[src/rtl/shuffled_id_allocator_top_assert.svh]
// Assertion macros shared by the shuffled ID allocator RTL.
`ifndef SHUFFLED_ID_ALLOCATOR_TOP_ASSERT_SVH
`define SHUFFLED_ID_ALLOCATOR_TOP_ASSERT_SVH

// Same-cycle implication, clocked on clk, disabled in reset.
`define SIA_ASSERT_IMP(lbl, ante, cons, msg) \
    lbl: assert property (@(posedge clk) disable iff (!rst_n) (ante) |-> (cons)) \
        else $error(msg);

// Next-cycle implication, clocked on clk, disabled in reset.
`define SIA_ASSERT_NXT(lbl, ante, cons, msg) \
    lbl: assert property (@(posedge clk) disable iff (!rst_n) (ante) |=> (cons)) \
        else $error(msg);

`endif

[src/rtl/sia_pkg.sv]
// Types, codes and helper functions of the shuffled ID allocator.
package sia_pkg;

    localparam int ID_W   = 10;
    localparam int REQ_W  = 2;
    localparam int ST_W   = 2;
    localparam int LFSR_W = 16;

    localparam logic [LFSR_W-1:0] LFSR_TAPS = 16'hB400;

    localparam logic [REQ_W-1:0] REQ_INIT    = 2'd0;
    localparam logic [REQ_W-1:0] REQ_ALLOC   = 2'd1;
    localparam logic [REQ_W-1:0] REQ_RELEASE = 2'd2;

    localparam logic [ST_W-1:0] ST_OK         = 2'd0;
    localparam logic [ST_W-1:0] ST_EXHAUSTED  = 2'd1;
    localparam logic [ST_W-1:0] ST_STACK_FULL = 2'd2;
    localparam logic [ST_W-1:0] ST_NOT_INIT   = 2'd3;

    typedef struct packed {
        logic [REQ_W-1:0] req_type;
        logic [ID_W-1:0]  release_id;
    } sia_req_t;

    typedef struct packed {
        logic [ID_W-1:0] id;
        logic [ST_W-1:0] status;
    } sia_rsp_t;

    typedef enum logic [2:0] {
        S_IDLE,
        S_ALLOC_WAIT,
        S_FILL,
        S_STEP,
        S_DIV,
        S_SWAP_RD,
        S_WR_I,
        S_WR_J
    } sia_state_t;

    function automatic logic [LFSR_W-1:0] lfsr_next(input logic [LFSR_W-1:0] v);
        logic [LFSR_W-1:0] s;
        s = v >> 1;
        if (v[0])
        begin
            s = s ^ LFSR_TAPS;
        end
        return s;
    endfunction

endpackage

[src/rtl/sia_mod_unit.sv]
// Bit-serial remainder unit: LFSR value modulo a shuffle bound.
`include "shuffled_id_allocator_top_assert.svh"
module sia_mod_unit import sia_pkg::*; #(
    parameter int DW = 10
) (
    input  logic              clk,
    input  logic              rst_n,
    input  logic              start,
    input  logic [LFSR_W-1:0] dividend,
    input  logic [DW-1:0]     divisor,
    output logic              done,
    output logic [DW-1:0]     rem
);

    localparam int CNT_W = $clog2(LFSR_W);

    logic              run_reg,  run_next;
    logic              done_reg, done_next;
    logic [CNT_W-1:0]  cnt_reg,  cnt_next;
    logic [DW-1:0]     rem_reg,  rem_next;
    logic [DW-1:0]     div_reg,  div_next;
    logic [LFSR_W-1:0] dvd_reg,  dvd_next;
    logic [DW:0]       trial;
    logic [DW-1:0]     rem_step;

    always_comb
    begin
        trial = {rem_reg, dvd_reg[LFSR_W-1]};
        if (trial >= {1'b0, div_reg})
        begin
            rem_step = DW'(trial - {1'b0, div_reg});
        end
        else
        begin
            rem_step = trial[DW-1:0];
        end
    end

    always_comb
    begin
        run_next  = run_reg;
        done_next = 1'b0;
        cnt_next  = cnt_reg;
        rem_next  = rem_reg;
        div_next  = div_reg;
        dvd_next  = dvd_reg;
        if (start)
        begin
            run_next = 1'b1;
            cnt_next = '0;
            rem_next = '0;
            div_next = divisor;
            dvd_next = dividend;
        end
        else if (run_reg)
        begin
            rem_next = rem_step;
            dvd_next = dvd_reg << 1;
            cnt_next = cnt_reg + 1'b1;
            if (cnt_reg == CNT_W'(LFSR_W - 1))
            begin
                run_next  = 1'b0;
                done_next = 1'b1;
            end
        end
    end

    always_ff @(posedge clk or negedge rst_n)
    begin
        if (!rst_n)
        begin
            run_reg  <= 1'b0;
            done_reg <= 1'b0;
            cnt_reg  <= '0;
        end
        else
        begin
            run_reg  <= run_next;
            done_reg <= done_next;
            cnt_reg  <= cnt_next;
        end
    end

    always_ff @(posedge clk)
    begin
        rem_reg <= rem_next;
        div_reg <= div_next;
        dvd_reg <= dvd_next;
    end

    assign done = done_reg;
    assign rem  = rem_reg;

    `SIA_ASSERT_IMP(a_no_restart, start, !run_reg, "mod unit restarted while running")
    `SIA_ASSERT_NXT(a_done_pulse, done_reg, !done_reg, "mod unit done held twice")
    `SIA_ASSERT_IMP(a_rem_bound, done_reg, rem_reg < div_reg, "remainder not below divisor")

endmodule

[config.mk]
export PLATFORM = sky130hd
export DESIGN_NAME = sia_mod_unit
export DESIGN_NICKNAME = d
export VERILOG_FILES = /design/src/rtl/sia_pkg.sv /design/src/rtl/sia_mod_unit.sv
export VERILOG_INCLUDE_DIRS = /design/src /design/src/rtl
export SDC_FILE = /design/constraint.sdc
export NUM_CORES = 1
export LEC_CHECK = 0
export ABC_AREA = 1
export BUFFER_PORTS_ARGS = -buffer_cell sky130_fd_sc_hd__clkbuf_2
export CORE_ASPECT_RATIO = 0.75
export CORE_UTILIZATION = 56
export CTS_CLUSTER_SIZE = 10
export DETAILED_ROUTE_END_ITERATION = 7
export PLACE_DENSITY = 0.81
export RECOVER_POWER = 50
export SLEW_MARGIN = 20
export SYNTH_ARGS = -nofsm -noshare
export SYNTH_HDL_FRONTEND = slang
export SYNTH_SLANG_ARGS = --single-unit
[constraint.sdc]
create_clock -name clk -period 2.31 [get_ports clk]
set_input_delay 0.462 -clock clk [delete_from_list [all_inputs] [get_ports clk]]
set_output_delay 0.462 -clock clk [all_outputs]
set_load 0.02 [all_outputs]
Yosys cells after proc, flatten, opt, wreduce, memory -nomap -nowiden
Index checks and enable logic that the tools add are counted.
{"block": "word_totals", "reg_bits": 42, "in_bits": 29, "out_inout_bits": 11}
{"block": "classes", "addsub": 2, "magnitude_cmp": 1, "eq_ne": 1, "mux": 11, "reduce_logical": 1}
{"operator": "$mux W16", "n": 2}
{"operator": "$ge A11 B10 Y1", "n": 1}
{"operator": "$mux W10", "n": 1}
{"operator": "$sub A10 B10 Y10", "n": 1}
{"operator": "$mux W4", "n": 2}
{"operator": "$mux W1", "n": 6}
{"operator": "$add A4 B1 Y4 const B", "n": 1}
{"operator": "$eq A4 B4 Y1 const B", "n": 1}
{"operator": "$reduce_bool A2 Y1", "n": 1}

Logic depth before layout (Yosys ltp)
Gate-level depths: netlist (run 1).
{"block": "logic_depth", "word_depth": 4, "depth_mapped": 12, "ltp_nobuf": 12}

Worst setup path after synthesis (run 1)
No wires, ideal clock.
{"block": "synth_timing", "kind": "reg-to-reg", "from": "reg rem_reg[7], in the netlist rem[7]", "to": "reg rem_reg[9], in the netlist rem[9]", "setup_time_ns": 0.113, "arrival_time_ns": 1.513, "path_slack_ns": 0.683, "path_stages_with_launch": 10, "n_path_buf": 1, "period_less_slack_ns": 1.627, "path_cell_list": "dfxtp_1 -> ha_1 -> nand2_1 -> nand2_1 -> a21oi_2 -> and2_4 -> buf_8 -> nand4_1 -> nand3_1 -> nand2_1"}
{"block": "synth_via", "elab_chain_len": 2}
{"element": "start, declared", "line": "sia_mod_unit.sv:20", "rtl": "logic [DW-1:0] rem_reg, rem_next;"}
{"element": "start signal, assigned", "line": "sia_mod_unit.sv:86", "rtl": "rem_reg <= rem_next;"}
{"element": "$sub A10 B10 Y10 or $ge A11 B10 Y1 (tied branches)", "line": "sia_mod_unit.sv:31, sia_mod_unit.sv:29"}
{"element": "$mux W10 *", "line": "sia_mod_unit.sv:29", "rtl": "if (trial >= {1'b0, div_reg})"}
Every way passes the cells marked *; elsewhere a longest branch is shown, timed or not.
A chain may end at the register's enable or synchronous reset.

Final worst setup path (run 1)
{"block": "layout_timing", "from": "in start", "to": "reg dvd_reg[11] (data pin)"}
{"block": "layout_via", "elab_chain_len": 1}
{"element": "start, declared", "line": "sia_mod_unit.sv:8", "rtl": "input logic start,"}
{"element": "$mux W16", "line": "sia_mod_unit.sv:47", "rtl": "if (start)"}
{"element": "net dvd_next[11]", "line": "sia_mod_unit.sv:22", "rtl": "logic [LFSR_W-1:0] dvd_reg, dvd_next;"}
{"element": "end signal, assigned", "line": "sia_mod_unit.sv:88", "rtl": "dvd_reg <= dvd_next;"}
{"element": "end, declared", "line": "sia_mod_unit.sv:22"}
The timed path passes the listed nets, and every way through them passes these cells.

==> results of run 1 <==
## kinds of logic (layout without fill, tap and decap cells)
kind of cell | Yosys count | count (layout) | share of synthesized area
simple gates | 172 | 172 | 0.318
buf+inv | 57 | 102 | 0.101
flops | 42 | 42 | 0.479
fa+ha+maj | 12 | 12 | 0.0668
compound gates | 10 | 10 | 0.0244
xor+xnor | 3 | 3 | 0.0111
## area by class of cell
cell class,count,area (sq um),area share
well taps,55,68.8,0.0256
multi-input cells,197,991,0.369
flip-flops and latches,42,1130,0.421
repair buffers,45,229,0.0852
clock buffers,5,68.8,0.0256
inverters,49,184,0.0684
clock inverters,3,16.3,0.00605
## layer usage
layer | global-route usage | vias to the layer above
met5 | 0 | -
met4 | 0.0742 | 0
met3 | 0.0520 | 5
met2 | 0.408 | 73
met1 | 0.326 | 894
li1 | - | 1027
## placed cells by master, fill, tap and decap left out, types with 3 or more instances in the layout
| master | instances |
|---|---|
| a21oi_1 | 5 |
| buf_4 | 4 |
| clkbuf_1 | 9 |
| clkbuf_2 | 31 |
| clkbuf_8 | 5 |
| dfrtp_1 | 6 |
| dfxtp_1 | 10 |
| edfxtp_1 | 26 |
| ha_1 | 11 |
| inv_1 | 43 |
| inv_2 | 5 |
| nand2_1 | 109 |
| nand2_2 | 6 |
| nand3_1 | 25 |
| nand4_1 | 12 |
| nor2_1 | 10 |
| nor3_1 | 5 |
| xnor2_1 | 3 |
## how the worst max path moves through the flow
stage / end / slack, ns / cells past startpoint
6_report: dvd_reg[11] / 0.45 / 4
3_3_place_gp: rem[5] / 0.57 / 9
3_5_place_dp: rem[0] / 0.52 / 8
4_1_cts: rem[5] / 0.47 / 8
5_1_grt: dvd_reg[11] / 0.31 / 4
2_1_floorplan: rem[9] / 0.68 / 9
## timing repair
item | in CTS | in global routing
hold buffers | 1 | 0
hold endpoints to repair | 6 | 0
resized for setup | 0 | 0
## stage by stage
stage	setup slack, ns	instance area [sq um]	hold WS [ns]	util	std cells
2_1_floorplan	0.683	2360	0.166	-	296
3_3_place_gp	0.569	2610	0.295	0.643	387
3_5_place_dp	0.523	2610	0.297	0.643	387
5_1_grt	0.307	2690	0.331	0.663	396
4_1_cts	0.470	2700	0.336	0.667	396
6_report	0.449	2690	0.337	0.663	396
## power by group through the flow
stage | registers [mW] | logic, mW | clock network, mW
floorplan | 1.12 | 0.920 | 0
global placement | 1.04 | 1.25 | 0
detailed placement | 1.04 | 1.26 | 0
CTS | 1.03 | 1.28 | 0.468
global route | 1.05 | 1.45 | 0.492
finish | 1.03 | 1.28 | 0.463
==> flow_metrics.py, run 1 <==
metrics = {
    "power": {
        "powerDensity_mw_per_mm2": 1030,
        "p_int_mw": 1.60,
        "leakage_nw": 1.40,
        "totalPowerFinal_mw": 2.77,
        "p_clk_frac": 0.167,
        "ir_worst_vdd_mv": 0.653,
        "combinationalPowerShare": 0.463,
        "p_sw_mw": 1.18,
        "switching_share": 0.424,
        "p_seq_frac": 0.370,
    },
    "yosys": {
        "syn_nets": 337,
        "synth.top_cell.area_share": 0.331,
        "synth_commonest_cells": "nand2_1 (109), inv_1 (43), edfxtp_1 (26)",
        "synth_ff_type": "edfxtp_1",
        "yosysMostFrequentCell": "nand2_1",
        "ys_async_sr_fraction": 0.143,
        "syn-cell-area_sq_mm": 0.00236,
        "synth_cell_types": 30,
        "ys_ff_latch": 42,
        "synth_seq_area_share": 0.479,
        "synth_top_area_cell": "edfxtp_1",
        "ys_warn_count": 0,
        "synth_edf_count": 26,
        "yosys-top-cells-area": "edfxtp_1 (33%), nand2_1 (17%), dfxtp_1 (8.5%), inv_1 (6.8%), dfrtp_1 (6.4%)",
        "synth_cells": 296,
        "syn_avg_cell_area_sq_um": 7.97,
    },
    "clocking": {
        "max-clock-path-buffers": 2,
        "root_buffer": "clkbuf_8",
        "numCtsBuffers": 5,
        "cts.sink_count": 42,
        "cts_tree": "built",
        "path_clk_slew_ns": 0.08,
        "htreeDepth": 2,
        "clkLatencyLatePin_ns": 0.29,
        "post-cts-setup-buffers": 0,
    },
    "hold_path": {
        "hp-class": "in -> reg",
        "holdPathStages": 1,
        "holdPathEnd": "div_reg[9]",
        "hold_start": "divisor[9]",
    },
    "worst_setup_path": {
        "critPathSlowestCell": "clkbuf_1",
        "r2r-start": "rem[1]",
        "worst-path-buf-inv": 2,
        "critPathLaunch": "start",
        "worstSetupEndpointType": "register",
        "slowest_delay_ns": 0.87,
        "crit_arrival_ns": 2.02,
        "crit_path_start_kind": "input pin",
        "reg2reg_slack_ns": 0.45,
        "ff2ff_path_depth": 8,
        "path_max_fanout": 21,
        "timing.rr.end": "rem[5]",
        "path_cells": "clkbuf_1, clkbuf_1, nand2_1, nand2_1",
        "crit_required_ns": 2.47,
        "worstSetupPathType": "in -> reg",
        "cpLargestDelayFamily": "buffers and inverters",
    },
    "layout": {
        "diodes": 0,
        "final_nets": 381,
        "drive_gt1_frac": 0.167,
        "area_delta_synth_final_pct": 13.9,
        "fillCellCount": 363,
        "largest_reg_flops": 16,
    },
    "sta": {
        "finalCritPeriodShare": 0.806,
        "fin_crit_ns": 1.86,
        "relSlewSlack": 0.269,
        "setup_tns_ns": 0,
        "drv_slew": 0,
        "setup_viol": 0,
        "timing.fmax_mhz": 537,
        "worst_pin_slew_ns": 1.10,
        "hold_violations": 0,
        "rsz0062_at_grt": "false",
        "skew_ns": 0.00572,
    },
    "floorplanning": {
        "core_sq_mm": 0.00405,
        "rows": 20,
        "boundaryPins": 40,
        "die_h_um": 58.2,
        "dieArea_sq_mm": 0.00448,
        "die_w_um": 77.0,
        "initial_core_util": 0.582,
    },
    "route": {
        "dr_wl_met2_um": 2160,
        "routed.top_layer": "met4",
        "first_pass_iters": 5,
        "vias": 1999,
        "route.met3.wl_um": 383,
        "remaining_drc_errors": 0,
        "ant_nets": 0,
        "via_per_inst": 5.05,
        "wirelength_um": 4940,
        "post_drt_wl_per_cell_um": 12.5,
        "drt_iter0_markers": 167,
        "drt-met1-wl_um": 2360,
    },
    "run": {
        "max_cap_viol_count": 0,
    },
    "global_routing": {
        "grt.overflow.total": 0,
        "grt_pass1_wl_um": 8340,
        "antenna_found_initial": 0,
        "grt_max_degree": 22,
        "grt_pass1_vias": 1891,
        "grt_usage": 0.245,
    },
    "placed_design": {
        "gp_congestion": 0.922,
        "portBuffers": 39,
        "hpwl_um": 3540,
    },
    "run_status": {
        "status": "finished, final reports clean",
    },
}
Power figures use the tool's default switching activity.
==> inputs of run 2 (changes only) <==
clock period = 1.95 ns   (was 2.31 ns; I/O delays follow)
==> run 2 against run 1 <==
Flip-flop and latch count unchanged. Routed wire length decreased by 1.4%. Critical endpoint is now rem[4]. Largest power group unchanged. Clock power is 20% higher. Via count increased by 3.0%. Count of clock-buffer cells in the layout is 1 higher. Final cell count is 0.51% higher. Core utilization increased by 0.46 points. Critical path type is now reg -> reg. Clock skew down 0.0035 ns.
==> flow_metrics.py, run 2 (synthesized netlist as in run 1, its figures left out) <==
metrics = {
    "run": {
        "max_cap_viol_count": 0,
    },
    "layout": {
        "drive_gt1_frac": 0.184,
        "final_util": 0.668,
        "fin_cells": 398,
        "layout_common_cells": "nand2_1 (109), inv_1 (43), clkbuf_2 (37)",
        "diodes": 0,
        "final_common_cell": "nand2_1",
        "design_area_sq_mm": 0.00271,
        "final_nets": 383,
        "area_delta_synth_final_pct": 14.7,
        "largest_reg_flops": 16,
    },
    "route": {
        "vias": 2058,
        "via_per_inst": 5.17,
        "post_drt_wl_per_cell_um": 12.2,
        "wirelength_um": 4870,
        "drt_iter0_markers": 129,
        "remaining_drc_errors": 0,
        "first_pass_iters": 4,
        "ant_nets": 0,
    },
    "run_status": {
        "status": "finished, final reports clean",
    },
    "clocking": {
        "path_clk_slew_ns": 0.08,
        "root_buffer": "clkbuf_8",
        "cts.sink_count": 42,
        "cts_resized": 0,
        "clkLatencyLatePin_ns": 0.29,
        "max-clock-path-buffers": 2,
        "numCtsBuffers": 5,
        "cts_tree": "built",
        "htreeDepth": 2,
    },
    "floorplanning": {
        "initial_core_util": 0.582,
        "rows": 20,
        "boundaryPins": 40,
        "dieArea_sq_mm": 0.00448,
        "core_sq_mm": 0.00405,
        "die_h_um": 58.2,
        "die_w_um": 77.0,
    },
    "worst_setup_path": {
        "slowest_delay_ns": 0.39,
        "crit_arrival_ns": 2.04,
        "crit_path_start_kind": "register",
        "path_max_fanout": 10,
        "path_cells": "ha_1, nand2_1, nor2_1, nand3_1, nand4_2, nand2_1, nand3_1, nand2_1",
        "reg2reg_slack_ns": 0.1,
        "crit_path_frequent_cell": "nand2_1",
        "worstSetupEndpointType": "register",
        "crit_required_ns": 2.14,
        "critPathSlowestCell": "ha_1",
        "worstSetupPathType": "reg -> reg",
    },
    "sta": {
        "timing.fmax_mhz": 539,
        "skew_ns": 0.00222,
        "fin_crit_ns": 1.85,
        "setup_tns_ns": 0,
        "relSlewSlack": 0.354,
        "hold_violations": 0,
        "layout_setup_ws_ns": 0.0963,
        "finalCritPeriodShare": 0.951,
        "setup_viol": 0,
        "whs_ns": 0.268,
        "worst_pin_slew_ns": 0.968,
        "drv_slew": 0,
        "rsz0062_at_grt": "false",
    },
    "placed_design": {
        "hpwl_um": 3660,
        "portBuffers": 39,
        "gp_congestion": 0.935,
        "post-place-ws_ns": 0.142,
        "dpl-instance-area_sq_mm": 0.00262,
        "post-place-cells": 389,
    },
    "global_routing": {
        "grt_pass1_vias": 1837,
        "grt_usage": 0.236,
        "grt_max_degree": 23,
        "grt.overflow.total": 0,
        "grt_pass1_wl_um": 8070,
        "antenna_found_initial": 0,
    },
    "power": {
        "totalPowerFinal_mw": 3.33,
        "leakage_nw": 1.43,
        "powerDensity_mw_per_mm2": 1230,
        "ir_worst_vdd_mv": 0.815,
    },
    "hold_path": {
        "hp-class": "in -> reg",
    },
}
-- run 2: final cells by class --
type	count	area, sq um
clock buffers	6	72.6
clock inverters	2	12.5
fillers	359	1350
inverters	49	184
multi-input cells	197	991
flip-flops and latches	42	1130
well taps	55	68.8
repair buffers	47	248
-- run 2: path summary, 6_finish.rpt --
path                       startpoint    endpoint  cells after the start
max                            rem[5]      rem[4]                      8
min                        divisor[8]  div_reg[8]                      1
max reg2reg                    rem[5]      rem[4]                      8
min reg2reg                    rem[8]      rem[8]                      2
max in group asynchronous       rst_n  cnt_reg[0]                      2
min in group asynchronous       rst_n     run_reg                      2
-- run 2: per-layer routing --
layer	share of wire	GRT usage
met3	0.074	0.0535
met5	0	0
met2	0.45	0.379
met1	0.46	0.318
met4	0.012	0.0797
-- run 2: timing repair --
action,4_1_cts,5_1_grt
endpoints found under the hold margin,6,0
hold buffers,1,0
buffers inserted,0,0
-- run 2: report_power, final --
group	internal, mW	switching, mW
clock network	0.253	0.300
logic	0.581	0.990
registers	1.09	0.111
total	1.93	1.40
-- run 2: worst max-delay path, delay by kind of cell (launching register included) --
family | cells | cell delay, ns
adder cells (fa/ha/maj) | 1 | 0.39
flip-flops | 1 | 0.34
AND/OR/NAND/NOR | 7 | 1.02
